==> src/rtl/dcg_pkg.sv <==
`timescale 1ns / 1ps

package dcg_pkg;

	localparam int DAY_W    = 22;
	localparam int YEAR_W   = 14;
	localparam int MONTH_W  = 4;
	localparam int DOM_W    = 5;
	localparam int WDAY_W   = 3;
	localparam int PACKED_W = 27;
	localparam int DOY_W    = 9;

	// split: 400/100/4-year and week divisions, year-in-block split, then date assembly
	localparam int SPLIT_STAGES = 8;
	localparam int BUILD_STAGES = 3;
	localparam int NUM_STAGES   = SPLIT_STAGES + BUILD_STAGES;

	localparam int DAYS_400Y   = 146097;
	localparam int DAYS_100Y   = 36524;
	localparam int DAYS_4Y     = 1461;
	localparam int DAYS_1Y     = 365;
	localparam int DAYS_LEAP_Y = 366;
	localparam int DAYS_WEEK   = 7;
	localparam int YEAR_SCALE  = 10000;
	localparam int MONTH_SCALE = 100;

	// floor(2^32 / d): estimate is exact or one short for any 22-bit dividend
	localparam int RECIP_SHIFT = 32;
	localparam logic [14:0] RECIP_400 = 15'((64'd1 << RECIP_SHIFT) / 64'(DAYS_400Y));
	localparam logic [16:0] RECIP_100 = 17'((64'd1 << RECIP_SHIFT) / 64'(DAYS_100Y));
	localparam logic [21:0] RECIP_4   = 22'((64'd1 << RECIP_SHIFT) / 64'(DAYS_4Y));
	localparam logic [29:0] RECIP_7   = 30'((64'd1 << RECIP_SHIFT) / 64'(DAYS_WEEK));

	// days before the first of each month, common year
	localparam logic [DOY_W-1:0] MONTH_START [12] = '{
		9'd0,   9'd31,  9'd59,  9'd90,  9'd120, 9'd151,
		9'd181, 9'd212, 9'd243, 9'd273, 9'd304, 9'd334
	};

	typedef logic [NUM_STAGES-1:0] stage_en_t;

	typedef struct packed {
		logic [4:0]       q400;
		logic [2:0]       q100;
		logic [4:0]       q4;
		logic [2:0]       q1;
		logic [DOY_W-1:0] rem1;
		logic [WDAY_W-1:0] wday;
		logic             zero;
	} split_t;

	typedef struct packed {
		logic [YEAR_W-1:0]   year;
		logic [MONTH_W-1:0]  month;
		logic [DOM_W-1:0]    day_of_month;
		logic [WDAY_W-1:0]   weekday;
		logic [PACKED_W-1:0] packed_date;
		logic                invalid;
	} date_t;

endpackage

==> src/rtl/dcg_in_if.sv <==
`timescale 1ns / 1ps

interface dcg_in_if
	import dcg_pkg::*;
();
	logic             valid;
	logic             ready;
	logic [DAY_W-1:0] day_count;

	modport source (output valid, output day_count, input ready);
	modport sink   (input valid, input day_count, output ready);
endinterface

==> src/rtl/dcg_out_if.sv <==
`timescale 1ns / 1ps

interface dcg_out_if
	import dcg_pkg::*;
();
	logic                valid;
	logic                ready;
	logic [YEAR_W-1:0]   year;
	logic [MONTH_W-1:0]  month;
	logic [DOM_W-1:0]    day_of_month;
	logic [WDAY_W-1:0]   weekday;
	logic [PACKED_W-1:0] packed_date;
	logic                invalid;

	modport source (output valid, output year, output month, output day_of_month,
		output weekday, output packed_date, output invalid, input ready);
	modport sink   (input valid, input year, input month, input day_of_month,
		input weekday, input packed_date, input invalid, output ready);
endinterface

==> src/rtl/dcg_pipe_ctrl.sv <==
`timescale 1ns / 1ps

module dcg_pipe_ctrl
	import dcg_pkg::*;
(
	input  logic      clk,
	input  logic      arst_n,
	input  logic      in_valid,
	output logic      in_ready,
	output logic      out_valid,
	input  logic      out_ready,
	output stage_en_t en
);

	logic [NUM_STAGES-1:0] vld_q;

	// a stage loads when it is empty or the one after it moves; bubbles collapse
	always_comb begin
		en[NUM_STAGES-1] = !vld_q[NUM_STAGES-1] || out_ready;
		for (int k = NUM_STAGES - 2; k >= 0; k--) begin
			en[k] = !vld_q[k] || en[k+1];
		end
	end

	assign in_ready  = en[0];
	assign out_valid = vld_q[NUM_STAGES-1];

	always_ff @(posedge clk or negedge arst_n) begin
		if (!arst_n) begin
			vld_q <= '0;
		end else begin
			if (en[0]) begin
				vld_q[0] <= in_valid;
			end
			for (int k = 1; k < NUM_STAGES; k++) begin
				if (en[k]) begin
					vld_q[k] <= vld_q[k-1];
				end
			end
		end
	end

endmodule

==> src/rtl/dcg_cycle_split.sv <==
`timescale 1ns / 1ps

module dcg_cycle_split
	import dcg_pkg::*;
(
	input  logic                    clk,
	input  logic [SPLIT_STAGES-1:0] en,
	input  logic [DAY_W-1:0]        day_count,
	output split_t                  split
);

	// s1: n = count - 1
	logic [DAY_W-1:0] n_s1, cnt_s1;
	logic             zero_s1;

	// s2: quotient estimates
	logic [4:0]       q400e_s2;
	logic [19:0]      w7e_s2;
	logic [DAY_W-1:0] n_s2, cnt_s2;
	logic             zero_s2;

	// s3: 400-year split, weekday
	logic [17:0]       r400_s3;
	logic [4:0]        q400_s3;
	logic [WDAY_W-1:0] wday_s3;
	logic              zero_s3;

	// s4
	logic [2:0]        q100e_s4;
	logic [17:0]       r400_s4;
	logic [4:0]        q400_s4;
	logic [WDAY_W-1:0] wday_s4;
	logic              zero_s4;

	// s5: 100-year split
	logic [15:0]       r100_s5;
	logic [2:0]        q100_s5;
	logic [4:0]        q400_s5;
	logic [WDAY_W-1:0] wday_s5;
	logic              zero_s5;

	// s6
	logic [4:0]        q4e_s6;
	logic [15:0]       r100_s6;
	logic [2:0]        q100_s6;
	logic [4:0]        q400_s6;
	logic [WDAY_W-1:0] wday_s6;
	logic              zero_s6;

	// s7: 4-year split
	logic [10:0]       r4_s7;
	logic [4:0]        q4_s7;
	logic [2:0]        q100_s7;
	logic [4:0]        q400_s7;
	logic [WDAY_W-1:0] wday_s7;
	logic              zero_s7;

	// s8: year within 4-year block
	split_t split_s8;

	logic [36:0]      p400;
	logic [51:0]      p7;
	logic [DAY_W-1:0] t400, t7;
	logic [34:0]      p100;
	logic [17:0]      t100;
	logic [37:0]      p4;
	logic [15:0]      t4;
	logic [2:0]       q1;
	logic [10:0]      r1;

	assign p400 = 37'(n_s1) * 37'(RECIP_400);
	assign p7   = 52'(cnt_s1) * 52'(RECIP_7);
	assign t400 = n_s2 - 22'(q400e_s2) * 22'(DAYS_400Y);
	assign t7   = cnt_s2 - 22'(w7e_s2) * 22'(DAYS_WEEK);
	assign p100 = 35'(r400_s3) * 35'(RECIP_100);
	assign t100 = r400_s4 - 18'(q100e_s4) * 18'(DAYS_100Y);
	assign p4   = 38'(r100_s5) * 38'(RECIP_4);
	assign t4   = r100_s6 - 16'(q4e_s6) * 16'(DAYS_4Y);

	// year index reaches 4 only on the last day of a full 4-year block
	always_comb begin
		if (r4_s7 >= 11'(4 * DAYS_1Y)) begin
			q1 = 3'd4;
		end else if (r4_s7 >= 11'(3 * DAYS_1Y)) begin
			q1 = 3'd3;
		end else if (r4_s7 >= 11'(2 * DAYS_1Y)) begin
			q1 = 3'd2;
		end else if (r4_s7 >= 11'(DAYS_1Y)) begin
			q1 = 3'd1;
		end else begin
			q1 = 3'd0;
		end
		r1 = r4_s7 - 11'(q1) * 11'(DAYS_1Y);
	end

	always_ff @(posedge clk) begin
		if (en[0]) begin
			n_s1    <= day_count - 22'd1;
			cnt_s1  <= day_count;
			zero_s1 <= (day_count == '0);
		end
		if (en[1]) begin
			q400e_s2 <= p400[36:32];
			w7e_s2   <= p7[51:32];
			n_s2     <= n_s1;
			cnt_s2   <= cnt_s1;
			zero_s2  <= zero_s1;
		end
		if (en[2]) begin
			if (t400 >= 22'(DAYS_400Y)) begin
				q400_s3 <= q400e_s2 + 5'd1;
				r400_s3 <= 18'(t400 - 22'(DAYS_400Y));
			end else begin
				q400_s3 <= q400e_s2;
				r400_s3 <= 18'(t400);
			end
			wday_s3 <= (t7 >= 22'(DAYS_WEEK)) ? 3'(t7 - 22'(DAYS_WEEK)) : 3'(t7);
			zero_s3 <= zero_s2;
		end
		if (en[3]) begin
			q100e_s4 <= p100[34:32];
			r400_s4  <= r400_s3;
			q400_s4  <= q400_s3;
			wday_s4  <= wday_s3;
			zero_s4  <= zero_s3;
		end
		if (en[4]) begin
			if (t100 >= 18'(DAYS_100Y)) begin
				q100_s5 <= q100e_s4 + 3'd1;
				r100_s5 <= 16'(t100 - 18'(DAYS_100Y));
			end else begin
				q100_s5 <= q100e_s4;
				r100_s5 <= 16'(t100);
			end
			q400_s5 <= q400_s4;
			wday_s5 <= wday_s4;
			zero_s5 <= zero_s4;
		end
		if (en[5]) begin
			q4e_s6  <= p4[36:32];
			r100_s6 <= r100_s5;
			q100_s6 <= q100_s5;
			q400_s6 <= q400_s5;
			wday_s6 <= wday_s5;
			zero_s6 <= zero_s5;
		end
		if (en[6]) begin
			if (t4 >= 16'(DAYS_4Y)) begin
				q4_s7 <= q4e_s6 + 5'd1;
				r4_s7 <= 11'(t4 - 16'(DAYS_4Y));
			end else begin
				q4_s7 <= q4e_s6;
				r4_s7 <= 11'(t4);
			end
			q100_s7 <= q100_s6;
			q400_s7 <= q400_s6;
			wday_s7 <= wday_s6;
			zero_s7 <= zero_s6;
		end
		if (en[7]) begin
			split_s8.q400 <= q400_s7;
			split_s8.q100 <= q100_s7;
			split_s8.q4   <= q4_s7;
			split_s8.q1   <= q1;
			split_s8.rem1 <= DOY_W'(r1);
			split_s8.wday <= wday_s7;
			split_s8.zero <= zero_s7;
		end
	end

	assign split = split_s8;

endmodule

==> src/rtl/dcg_date_build.sv <==
`timescale 1ns / 1ps

module dcg_date_build
	import dcg_pkg::*;
(
	input  logic                    clk,
	input  logic [BUILD_STAGES-1:0] en,
	input  split_t                  split,
	output date_t                   date
);

	// s9: year, day of year, leap
	logic [YEAR_W-1:0] year_s9;
	logic [DOY_W-1:0]  doy_s9;
	logic              leap_s9;
	logic [WDAY_W-1:0] wday_s9;
	logic              zero_s9;

	// s10: month, day, scaled year
	logic [YEAR_W-1:0]   year_s10;
	logic [PACKED_W-1:0] yscaled_s10;
	logic [MONTH_W-1:0]  month_s10;
	logic [DOM_W-1:0]    dom_s10;
	logic [WDAY_W-1:0]   wday_s10;
	logic                zero_s10;

	date_t date_s11;

	logic              closing;
	logic              leap;
	logic [YEAR_W-1:0] year;
	logic [MONTH_W-1:0] past;
	logic [DOY_W-1:0]  start_sel;

	// closing day of a 4- or 400-year cycle is Dec 31 of a leap year
	assign closing = (split.q100 == 3'd4) || (split.q1 == 3'd4);
	assign leap    = closing || ((split.q1 == 3'd3) && ((split.q4 != 5'd24) || (split.q100 == 3'd3)));
	assign year    = 14'(split.q400) * 14'(400) + 14'(split.q100) * 14'(100)
		+ 14'(split.q4) * 14'(4) + 14'(split.q1) + 14'(!closing);

	// count of month starts already passed
	always_comb begin
		past = '0;
		for (int k = 1; k < 12; k++) begin
			if (doy_s9 > MONTH_START[k] + DOY_W'(leap_s9 && (k >= 2))) begin
				past = past + 4'd1;
			end
		end
		start_sel = MONTH_START[past] + DOY_W'(leap_s9 && (past >= 4'd2));
	end

	always_ff @(posedge clk) begin
		if (en[0]) begin
			year_s9 <= year;
			doy_s9  <= closing ? DOY_W'(DAYS_LEAP_Y) : split.rem1 + 9'd1;
			leap_s9 <= leap;
			wday_s9 <= split.wday;
			zero_s9 <= split.zero;
		end
		if (en[1]) begin
			year_s10    <= year_s9;
			yscaled_s10 <= 27'(year_s9) * 27'(YEAR_SCALE);
			month_s10   <= past + 4'd1;
			dom_s10     <= 5'(doy_s9 - start_sel);
			wday_s10    <= wday_s9;
			zero_s10    <= zero_s9;
		end
		if (en[2]) begin
			if (zero_s10) begin
				date_s11 <= '{year: '0, month: '0, day_of_month: '0, weekday: '0,
					packed_date: '0, invalid: 1'b1};
			end else begin
				date_s11.year         <= year_s10;
				date_s11.month        <= month_s10;
				date_s11.day_of_month <= dom_s10;
				date_s11.weekday      <= wday_s10;
				date_s11.packed_date  <= yscaled_s10 + 27'(month_s10) * 27'(MONTH_SCALE)
					+ 27'(dom_s10);
				date_s11.invalid      <= 1'b0;
			end
		end
	end

	assign date = date_s11;

endmodule

==> src/rtl/day_count_to_gregorian_date_unit.sv <==
`timescale 1ns / 1ps
// channel  dir  handshake     payload
// days     in   valid/ready   day_count[21:0] (1 = 0001-01-01)
// dates    out  valid/ready   year, month, day_of_month, weekday, packed_date, invalid
//
// One beat per cycle while dates is not stalled; an accepted beat passes through stages s1..s11.
// Depth is set by the chain of 400/100/4-year reciprocal divisions, two stages each
// (estimate multiply, then remainder and one-step correction), plus date assembly.
// arst_n clears only the stage valid bits; payload registers are not reset.
// A stall at dates holds each full stage; empty stages keep filling, so bubbles close up.

module day_count_to_gregorian_date_unit
	import dcg_pkg::*;
(
	input  logic clk,
	input  logic arst_n,
	dcg_in_if.sink    days,
	dcg_out_if.source dates
);

	stage_en_t en;
	split_t    split;
	date_t     date;

	// valid bits and per-stage load enables
	dcg_pipe_ctrl u_ctrl (
		.clk       (clk),
		.arst_n    (arst_n),
		.in_valid  (days.valid),
		.in_ready  (days.ready),
		.out_valid (dates.valid),
		.out_ready (dates.ready),
		.en        (en)
	);

	// s1..s8: count -> 400/100/4/1-year indices, remainder, weekday
	dcg_cycle_split u_split (
		.clk       (clk),
		.en        (en[SPLIT_STAGES-1:0]),
		.day_count (days.day_count),
		.split     (split)
	);

	// s9..s11: year, month table walk, packed decimal
	dcg_date_build u_build (
		.clk   (clk),
		.en    (en[NUM_STAGES-1:SPLIT_STAGES]),
		.split (split),
		.date  (date)
	);

	assign dates.year         = date.year;
	assign dates.month        = date.month;
	assign dates.day_of_month = date.day_of_month;
	assign dates.weekday      = date.weekday;
	assign dates.packed_date  = date.packed_date;
	assign dates.invalid      = date.invalid;

endmodule

==> src/flat_wrapper.sv <==
// flat-port wrapper written by rule: the top's interface ports become plain ports
module day_count_to_gregorian_date_unit_flat import dcg_pkg::*;
  (clk, arst_n, days_valid, days_day_count, days_ready, dates_valid, dates_year, dates_month, dates_day_of_month, dates_weekday, dates_packed_date, dates_invalid, dates_ready);
  dcg_in_if days_i ();
  dcg_out_if dates_i ();
  input  logic clk;
  input  logic arst_n;
  input wire logic [$bits(days_i.valid)-1:0] days_valid;
  input wire logic [$bits(days_i.day_count)-1:0] days_day_count;
  output wire logic [$bits(days_i.ready)-1:0] days_ready;
  output wire logic [$bits(dates_i.valid)-1:0] dates_valid;
  output wire logic [$bits(dates_i.year)-1:0] dates_year;
  output wire logic [$bits(dates_i.month)-1:0] dates_month;
  output wire logic [$bits(dates_i.day_of_month)-1:0] dates_day_of_month;
  output wire logic [$bits(dates_i.weekday)-1:0] dates_weekday;
  output wire logic [$bits(dates_i.packed_date)-1:0] dates_packed_date;
  output wire logic [$bits(dates_i.invalid)-1:0] dates_invalid;
  input wire logic [$bits(dates_i.ready)-1:0] dates_ready;
  assign days_i.valid = days_valid;
  assign days_i.day_count = days_day_count;
  assign days_ready = days_i.ready;
  assign dates_valid = dates_i.valid;
  assign dates_year = dates_i.year;
  assign dates_month = dates_i.month;
  assign dates_day_of_month = dates_i.day_of_month;
  assign dates_weekday = dates_i.weekday;
  assign dates_packed_date = dates_i.packed_date;
  assign dates_invalid = dates_i.invalid;
  assign dates_i.ready = dates_ready;
  day_count_to_gregorian_date_unit u_core (.clk(clk), .arst_n(arst_n), .days(days_i), .dates(dates_i));
endmodule
==> config.mk <==
export PLATFORM = sky130hd
export DESIGN_NAME = day_count_to_gregorian_date_unit_flat
export DESIGN_NICKNAME = d
export VERILOG_FILES = /design/src/rtl/dcg_pkg.sv /design/src/rtl/dcg_in_if.sv /design/src/rtl/dcg_out_if.sv /design/src/rtl/dcg_pipe_ctrl.sv /design/src/rtl/dcg_cycle_split.sv /design/src/rtl/dcg_date_build.sv /design/src/rtl/day_count_to_gregorian_date_unit.sv /design/src/flat_wrapper.sv
export SDC_FILE = /design/constraint.sdc
export NUM_CORES = 2
export LEC_CHECK = 0
export ABC_AREA = 1
export BUFFER_PORTS_ARGS = -buffer_cell sky130_fd_sc_hd__buf_2
export CORE_MARGIN = 8
export CORE_UTILIZATION = 66
export DETAILED_ROUTE_END_ITERATION = 16
export GPL_TIMING_DRIVEN = 0
export PLACE_DENSITY = 0.91
export SETUP_SLACK_MARGIN = 0.5
export SLEW_MARGIN = 20
export SYNTH_ARGS = -nofsm -noshare
export SYNTH_HDL_FRONTEND = slang
export SYNTH_SLANG_ARGS = --single-unit
==> constraint.sdc <==
create_clock -name clk -period 23.9 [get_ports clk]
set_input_delay 7.17 -clock clk [delete_from_list [all_inputs] [get_ports clk]]
set_output_delay 7.17 -clock clk [all_outputs]
set_load 0.005 [all_outputs]
After elaboration in Yosys (flattened, before gate mapping)
Memory sizes are Yosys's and may differ from the RTL's.
Index checks and enable logic that the tools add are counted.
{"block": "classes", "add_sub_neg": 43, "multipliers": 13, "magnitude_cmp": 21, "reduce_logical": 29, "n_bitwise": 1, "muxes": 25, "eq_ne": 5}
{"op": "9-bit greater-than comparator", "n": 7}
{"op": "22-bit by 28-bit multiplier with 50-bit output (second input constant)", "n": 1}
{"op": "22-bit subtractor", "n": 2}
{"op": "4-bit by 1-bit adder with 4-bit output (second input constant)", "n": 9}
{"op": "8-bit by 1-bit adder with 9-bit output (first input constant)", "n": 4}
{"op": "22-bit by 14-bit multiplier with 36-bit output (second input constant)", "n": 1}
{"op": "18-bit by 17-bit multiplier with 35-bit output (second input constant)", "n": 1}
{"op": "16-bit by 17-bit multiplier with 32-bit output (second input constant)", "n": 1}
{"op": "4-bit 2-to-1 mux", "n": 8}
{"op": "27-bit by 11-bit adder with 27-bit output", "n": 1}
{"op": "27-bit by 5-bit adder with 27-bit output", "n": 1}
{"op": "9-bit by 1-bit adder with 9-bit output (first input constant)", "n": 3}
{"op": "14-bit by 10-bit multiplier with 23-bit output (second input constant)", "n": 1}
{"op": "11-bit greater-or-equal comparator (second input constant)", "n": 2}
{"op": "22-bit by 18-bit greater-or-equal comparator with 1-bit output (second input constant)", "n": 1}
{"op": "22-bit by 3-bit greater-or-equal comparator with 1-bit output (second input constant)", "n": 1}
{"op": "22-bit logical NOT", "n": 1}
{"op": "20-bit by 3-bit multiplier with 22-bit output (second input constant)", "n": 1}
{"op": "5-bit by 18-bit multiplier with 22-bit output (second input constant)", "n": 1}
{"op": "22-bit by 1-bit subtractor with 22-bit output (second input constant)", "n": 1}
{"op": "5-bit 2-to-1 mux", "n": 4}
{"op": "18-bit by 16-bit greater-or-equal comparator with 1-bit output (second input constant)", "n": 1}
{"op": "9-bit by 8-bit greater-than comparator with 1-bit output", "n": 2}
{"op": "18-bit 2-to-1 mux", "n": 1}
{"op": "45 further kinds", "n": 81}
{"block": "totals", "word_cells": 207, "rom_bits": 144, "memories": 1, "reg_bits": 433}
{"memory": "(name not given)", "words": 16, "width": 9, "read_ports": 1, "rd_clocked_by_memory_dff": 0, "wr": 0, "line_no": "dcg_date_build.sv:49", "text": "start_sel = MONTH_START[past] + DOY_W'(leap_s9 && (past >= 4'd2));"}

Logic depth before layout (Yosys ltp)
{"block": "logic_depth", "depth_word": 28, "depth_mapped": 52}

Cells and area by module
From an unflattened synthesis, not the netlist that was laid out.
{"block": "hier_totals", "hier_cells": 5604, "hier_area_um2": 51874.8}
{"module": "dcg_cycle_split", "area_each_um2": 41125.7, "n_inst": 1, "cells_each": 4473}
{"module": "dcg_date_build", "area_each_um2": 10266.1, "n_inst": 1, "cells_each": 1085}
{"module": "dcg_pipe_ctrl", "area_each_um2": 483.0, "n_inst": 1, "cells_each": 46}

Worst setup path before layout
No wires, ideal clock.
{"block": "synth_path", "path_type": "input -> output", "startpoint": "in dates_ready", "endpoint": "out days_ready", "t_arrival_ns": 15.545, "cell_stages": 20, "required_ns": 16.730, "slack_ns": 1.185, "n_path_buf": 0, "cell_sequence": "nor2_1 -> inv_1 -> nor2_1 -> inv_1 -> nor2_1 -> inv_1 -> nor2_1 -> inv_1 -> nor2_1 -> inv_1 -> nor2_1 -> inv_1 -> nor2_1 -> inv_1 -> nor2_1 -> inv_1 -> nor2_1 -> inv_1 -> nor2_1 -> nand2_1"}
{"block": "synth_between", "elab_chain_cells": 11}
{"element": "start: declaration", "line_no": "flat_wrapper.sv:18", "text": "input wire logic [$bits(dates_i.ready)-1:0] dates_ready;"}
{"element": "1-bit logical OR", "line_no": "dcg_pipe_ctrl.sv:19", "text": "en[NUM_STAGES-1] = !vld_q[NUM_STAGES-1] || out_ready;"}
{"element": "via u_core.en[10]", "line_no": "day_count_to_gregorian_date_unit.sv:21", "text": "stage_en_t en;"}
{"element": "1-bit logical OR", "line_no": "dcg_pipe_ctrl.sv:21", "text": "en[k] = !vld_q[k] || en[k+1];"}
{"element": "via u_core.en[9]", "line_no": "day_count_to_gregorian_date_unit.sv:21"}
{"element": "1-bit logical OR", "line_no": "dcg_pipe_ctrl.sv:21"}
{"element": "via u_core.en[8]", "line_no": "day_count_to_gregorian_date_unit.sv:21"}
{"element": "1-bit logical OR", "line_no": "dcg_pipe_ctrl.sv:21"}
{"element": "via u_core.en[7]", "line_no": "day_count_to_gregorian_date_unit.sv:21"}
{"element": "[... 1 more ...]"}
{"element": "via u_core.en[6]", "line_no": "day_count_to_gregorian_date_unit.sv:21"}
{"element": "[... 1 more ...]"}
{"element": "via u_core.en[5]", "line_no": "day_count_to_gregorian_date_unit.sv:21"}
{"element": "1-bit logical OR", "line_no": "dcg_pipe_ctrl.sv:21"}
{"element": "via u_core.en[4]", "line_no": "day_count_to_gregorian_date_unit.sv:21"}
{"element": "1-bit logical OR", "line_no": "dcg_pipe_ctrl.sv:21"}
{"element": "via u_core.en[3]", "line_no": "day_count_to_gregorian_date_unit.sv:21"}
{"element": "1-bit logical OR", "line_no": "dcg_pipe_ctrl.sv:21"}
{"element": "via u_core.en[2]", "line_no": "day_count_to_gregorian_date_unit.sv:21"}
{"element": "1-bit logical OR (2 in series)", "line_no": "dcg_pipe_ctrl.sv:21"}
{"element": "end: declaration", "line_no": "flat_wrapper.sv:10", "text": "output wire logic [$bits(days_i.ready)-1:0] days_ready;"}
The timed path passes the listed nets, and every way through them passes these cells.

Worst setup path after layout
Same ends and word-level chain as after synthesis.

==> flow_summary.ini <==
[sta]
finalHoldViolations = 0
relSlewSlack_pct = 31.8
setup_viol = 0
setup_tns_ns = 0
finalMaxSlewViolations = 0
holdWs_ns = 0.384
timing.fmax_mhz = 44.8
rsz0062_at_grt = no
period_share_pct = 93.4
fin_ws_ns = 1.57
worst_pin_slew_ns = 1.01
skew_ns = 0.0416
min_period_ns = 22.33

[flow_run]
maxCapViolCount = 0

[worst_setup_path]
worstPathCellList = buf_2 > nor2_1 > inv_2 > buf_12 > nor2_1 > inv_2 > buf_12 > nor2_1 > clkinv_1 > nor2_1 > clkinv_1 > nor2_1 > clkinv_1 > nor2_1 > inv_2 > nor2_1 > inv_2 > nor2_1 > inv_2 > nor2_1 > inv_2 > nor2_1 > nand2_2 > buf_2
cp.required_ns = 16.73
reg2reg_to = u_core.u_build.dom_s10[4]
reg2reg_slack_ns = 15.01
crit_path_max_incr_delay_ns = 0.85
r2r_start = u_core.u_build.leap_s9
critical_path_class = input pin to output pin
reg2reg_depth = 49
cpMostUsedCell = nor2_1
startpoint_type = input pin
cp_max_fo = 42
cp_slowest_cell = clkinv_1
critPathCaptureType = output pin
crit_arrival_ns = 15.16

[drt]
vias_per_cell = 5.85
drt_iter0_drc = 2499
drc = 0
ant_nets = 0
dr.pass1.iters = 6
wirelength_mm = 110
wl_per_cell_um = 18.5
dr_total_vias = 34900

[synthesis]
synth_fa_ha_area_share_pct = 44.5
synth-seq-cells = 427
synth_top_family_by_area = adder cells
synth_edf_count = 416
yosys.area_share.simple_pct = 10.2
synth_area_mm2 = 0.0488
synth_area_per_cell_um2 = 10.1
yosys.area_share.xor_xnor_pct = 4.37
synthMuxAreaShare_pct = 0
ys_warn_count = 0
synthArstFlopShare_pct = 2.58
syn_inst = 4826
synth_cell_types = 67
seq_area_frac_synth_pct = 26.2
synthFlopType = edfxtp_1
synth-compound-area-share_pct = 6.15

[final_layout]
drive_gt1_share_pct = 5.52
syn_to_final_growth_pct = 6.67
antenna_cells = 0
final_cell_mix = 1055 x inv_1, 888 x ha_1, 553 x nand2_1
final_common_cell = inv_1
nets = 6405

[clock_network]
insertion_delay_ns = 0.61
clk_transition_reported_paths_ns = 0.06
cts_sinks = 427
hold_buffers = 0
clockBufferDepth = 3
tritoncts = built
ctsHtreeMaxLevel = 2
cts_made_buffers = 46
post_cts_resized = 0
postCtsSetupBuffers = 0
cts_root_buf = clkbuf_16

[grt]
grt_max_degree = 67
grt_pass1_vias = 37900
grt_overflow = 0
grt_pass1_wl_mm = 184
antenna_found_initial = 2
grt_use_total_pct = 27.2

[floorplan]
ios = 82
die_height_um = 288
die_area_mm2 = 0.0829
die_width_um = 288
fp-row-count = 99
start_util_pct = 66.8
fp.coreArea_mm2 = 0.0731

[placed_design]
gp_congestion = 0.916
post-dp-hpwl_mm = 88.1
port_buffers = 81
dp_worst_setup_slack_ns = 1.10

[hold_path]
hp-start = u_core.u_split.q100_s7[0]
min_to = u_core.u_split.split[21]
min_path_type = register to register
hold_depth = 0

[run_status]
status = finished clean
-- kinds of logic (layout without fill, tap and decap cells) --
family | Yosys count | count (layout)
fa+ha+maj | 1419 | 1419
flops | 427 | 427
buf+inv | 1101 | 1272
other cells | 1 | 2
simple gates | 1118 | 1118
xor+xnor | 239 | 239
compound gates | 521 | 521
-- worst max-delay path, delay by kind of cell --
family                 cells  cell delay (ns)
and+or+nand+nor           11             3.07
buffers and inverters     13             4.80
-- worst max-delay path by stage --
stage	from	to	slack [ns]
5_1_grt	dates_ready	days_ready	0.76
4_1_cts	dates_ready	days_ready	1.03
3_3_place_gp	dates_ready	days_ready	-1.60
3_5_place_dp	dates_ready	days_ready	1.10
2_1_floorplan	dates_ready	days_ready	1.19
6_report	dates_ready	days_ready	1.57
-- sequential cells by signal, summed over array words and instances (netlist names), 9 cells and up --
name and count:
u_core.u_split.cnt_s1 22, u_core.u_split.r400_s3 18, u_core.u_split.w7e_s2 20, u_core.u_split.cnt_s2 22
u_core.u_split.r4_s7 11, u_core.u_ctrl.vld_q 11, u_core.u_build.date 52, u_core.u_split.r100_s6 16
u_core.u_split.r400_s4 18, u_core.u_split.r100_s5 16, u_core.u_build.year_s9 14, u_core.u_build.yscaled_s10 19
u_core.u_split.split 29, u_core.u_build.year_s10 14, u_core.u_split.n_s2 22, u_core.u_build.doy_s9 9
u_core.u_split.n_s1 22
-- metal layers --
layer / wire length (um) / global-route usage [%] / vias to the layer above
met1: 40100 / 30.5 / 16800
met2: 56800 / 50.2 / 1508
li1: - / - / 16000
met3: 7070 / 4.24 / 521
met4: 6210 / 13.5 / 4
met5: 24 / 0 / -
-- metrics by stage --
stage          area, um2  util, %  cells
3_3_place_gp       50400     69.0   5867
6_report           52100     71.2   5957
2_1_floorplan      48800        -   4827
5_1_grt            52100     71.2   5957
4_1_cts            52100     71.2   5957
3_5_place_dp       50500     69.1   5871
-- cells in the mapped netlist, drive strengths merged (2+ instances only) --
| cell | n | area share [%] |
|---|---|---|
| a31o | 6 | 0.11 |
| nor4 | 7 | 0.090 |
| o21a | 11 | 0.17 |
| xor2 | 170 | 3.1 |
| clkinv | 2 | 0.018 |
| o311ai | 4 | 0.072 |
| or2 | 17 | 0.22 |
| o21ai | 143 | 1.5 |
| nand3 | 143 | 1.7 |
| o21bai | 17 | 0.26 |
| ha | 888 | 23 |
| o221ai | 4 | 0.072 |
| fa | 531 | 22 |
| a31oi | 26 | 0.33 |
| edfxtp | 416 | 26 |
| inv | 1077 | 8.3 |
| a21oi | 234 | 2.4 |
| a211o | 2 | 0.036 |
| nand4 | 58 | 0.76 |
| a221o | 2 | 0.041 |
| nand2 | 585 | 4.8 |
| o41ai | 3 | 0.054 |
| o2111ai | 4 | 0.072 |
| nor2 | 235 | 1.8 |
| nor3 | 50 | 0.51 |
| buf | 13 | 0.16 |
| or3 | 3 | 0.038 |
| a21boi | 10 | 0.16 |
| a21o | 20 | 0.31 |
| a221oi | 3 | 0.054 |
| and3 | 2 | 0.026 |
| o31ai | 5 | 0.077 |
| clkbuf | 9 | 0.069 |
| o211ai | 17 | 0.26 |
| nand3b | 12 | 0.19 |
| and2 | 2 | 0.026 |
| a211oi | 7 | 0.11 |
| nor4b | 2 | 0.036 |
| dfrtp | 11 | 0.56 |
| xnor2 | 69 | 1.3 |
-- area by class of cell --
type                            count  area [um2]
Sequential cell                   427       12800
Clock inverter                     24         275
Inverter                         1079        4050
Timing Repair Buffer               85         500
Multi-Input combinational cell   3299       31900
Fill cell                        4589       21000
Tap cell                          959        1200
Clock buffer                       62        1270
Buffer                             22         113
Power is left out: the tool's default activity adds up to more than one toggle a clock period on the data nets, which glitch-free logic cannot reach.
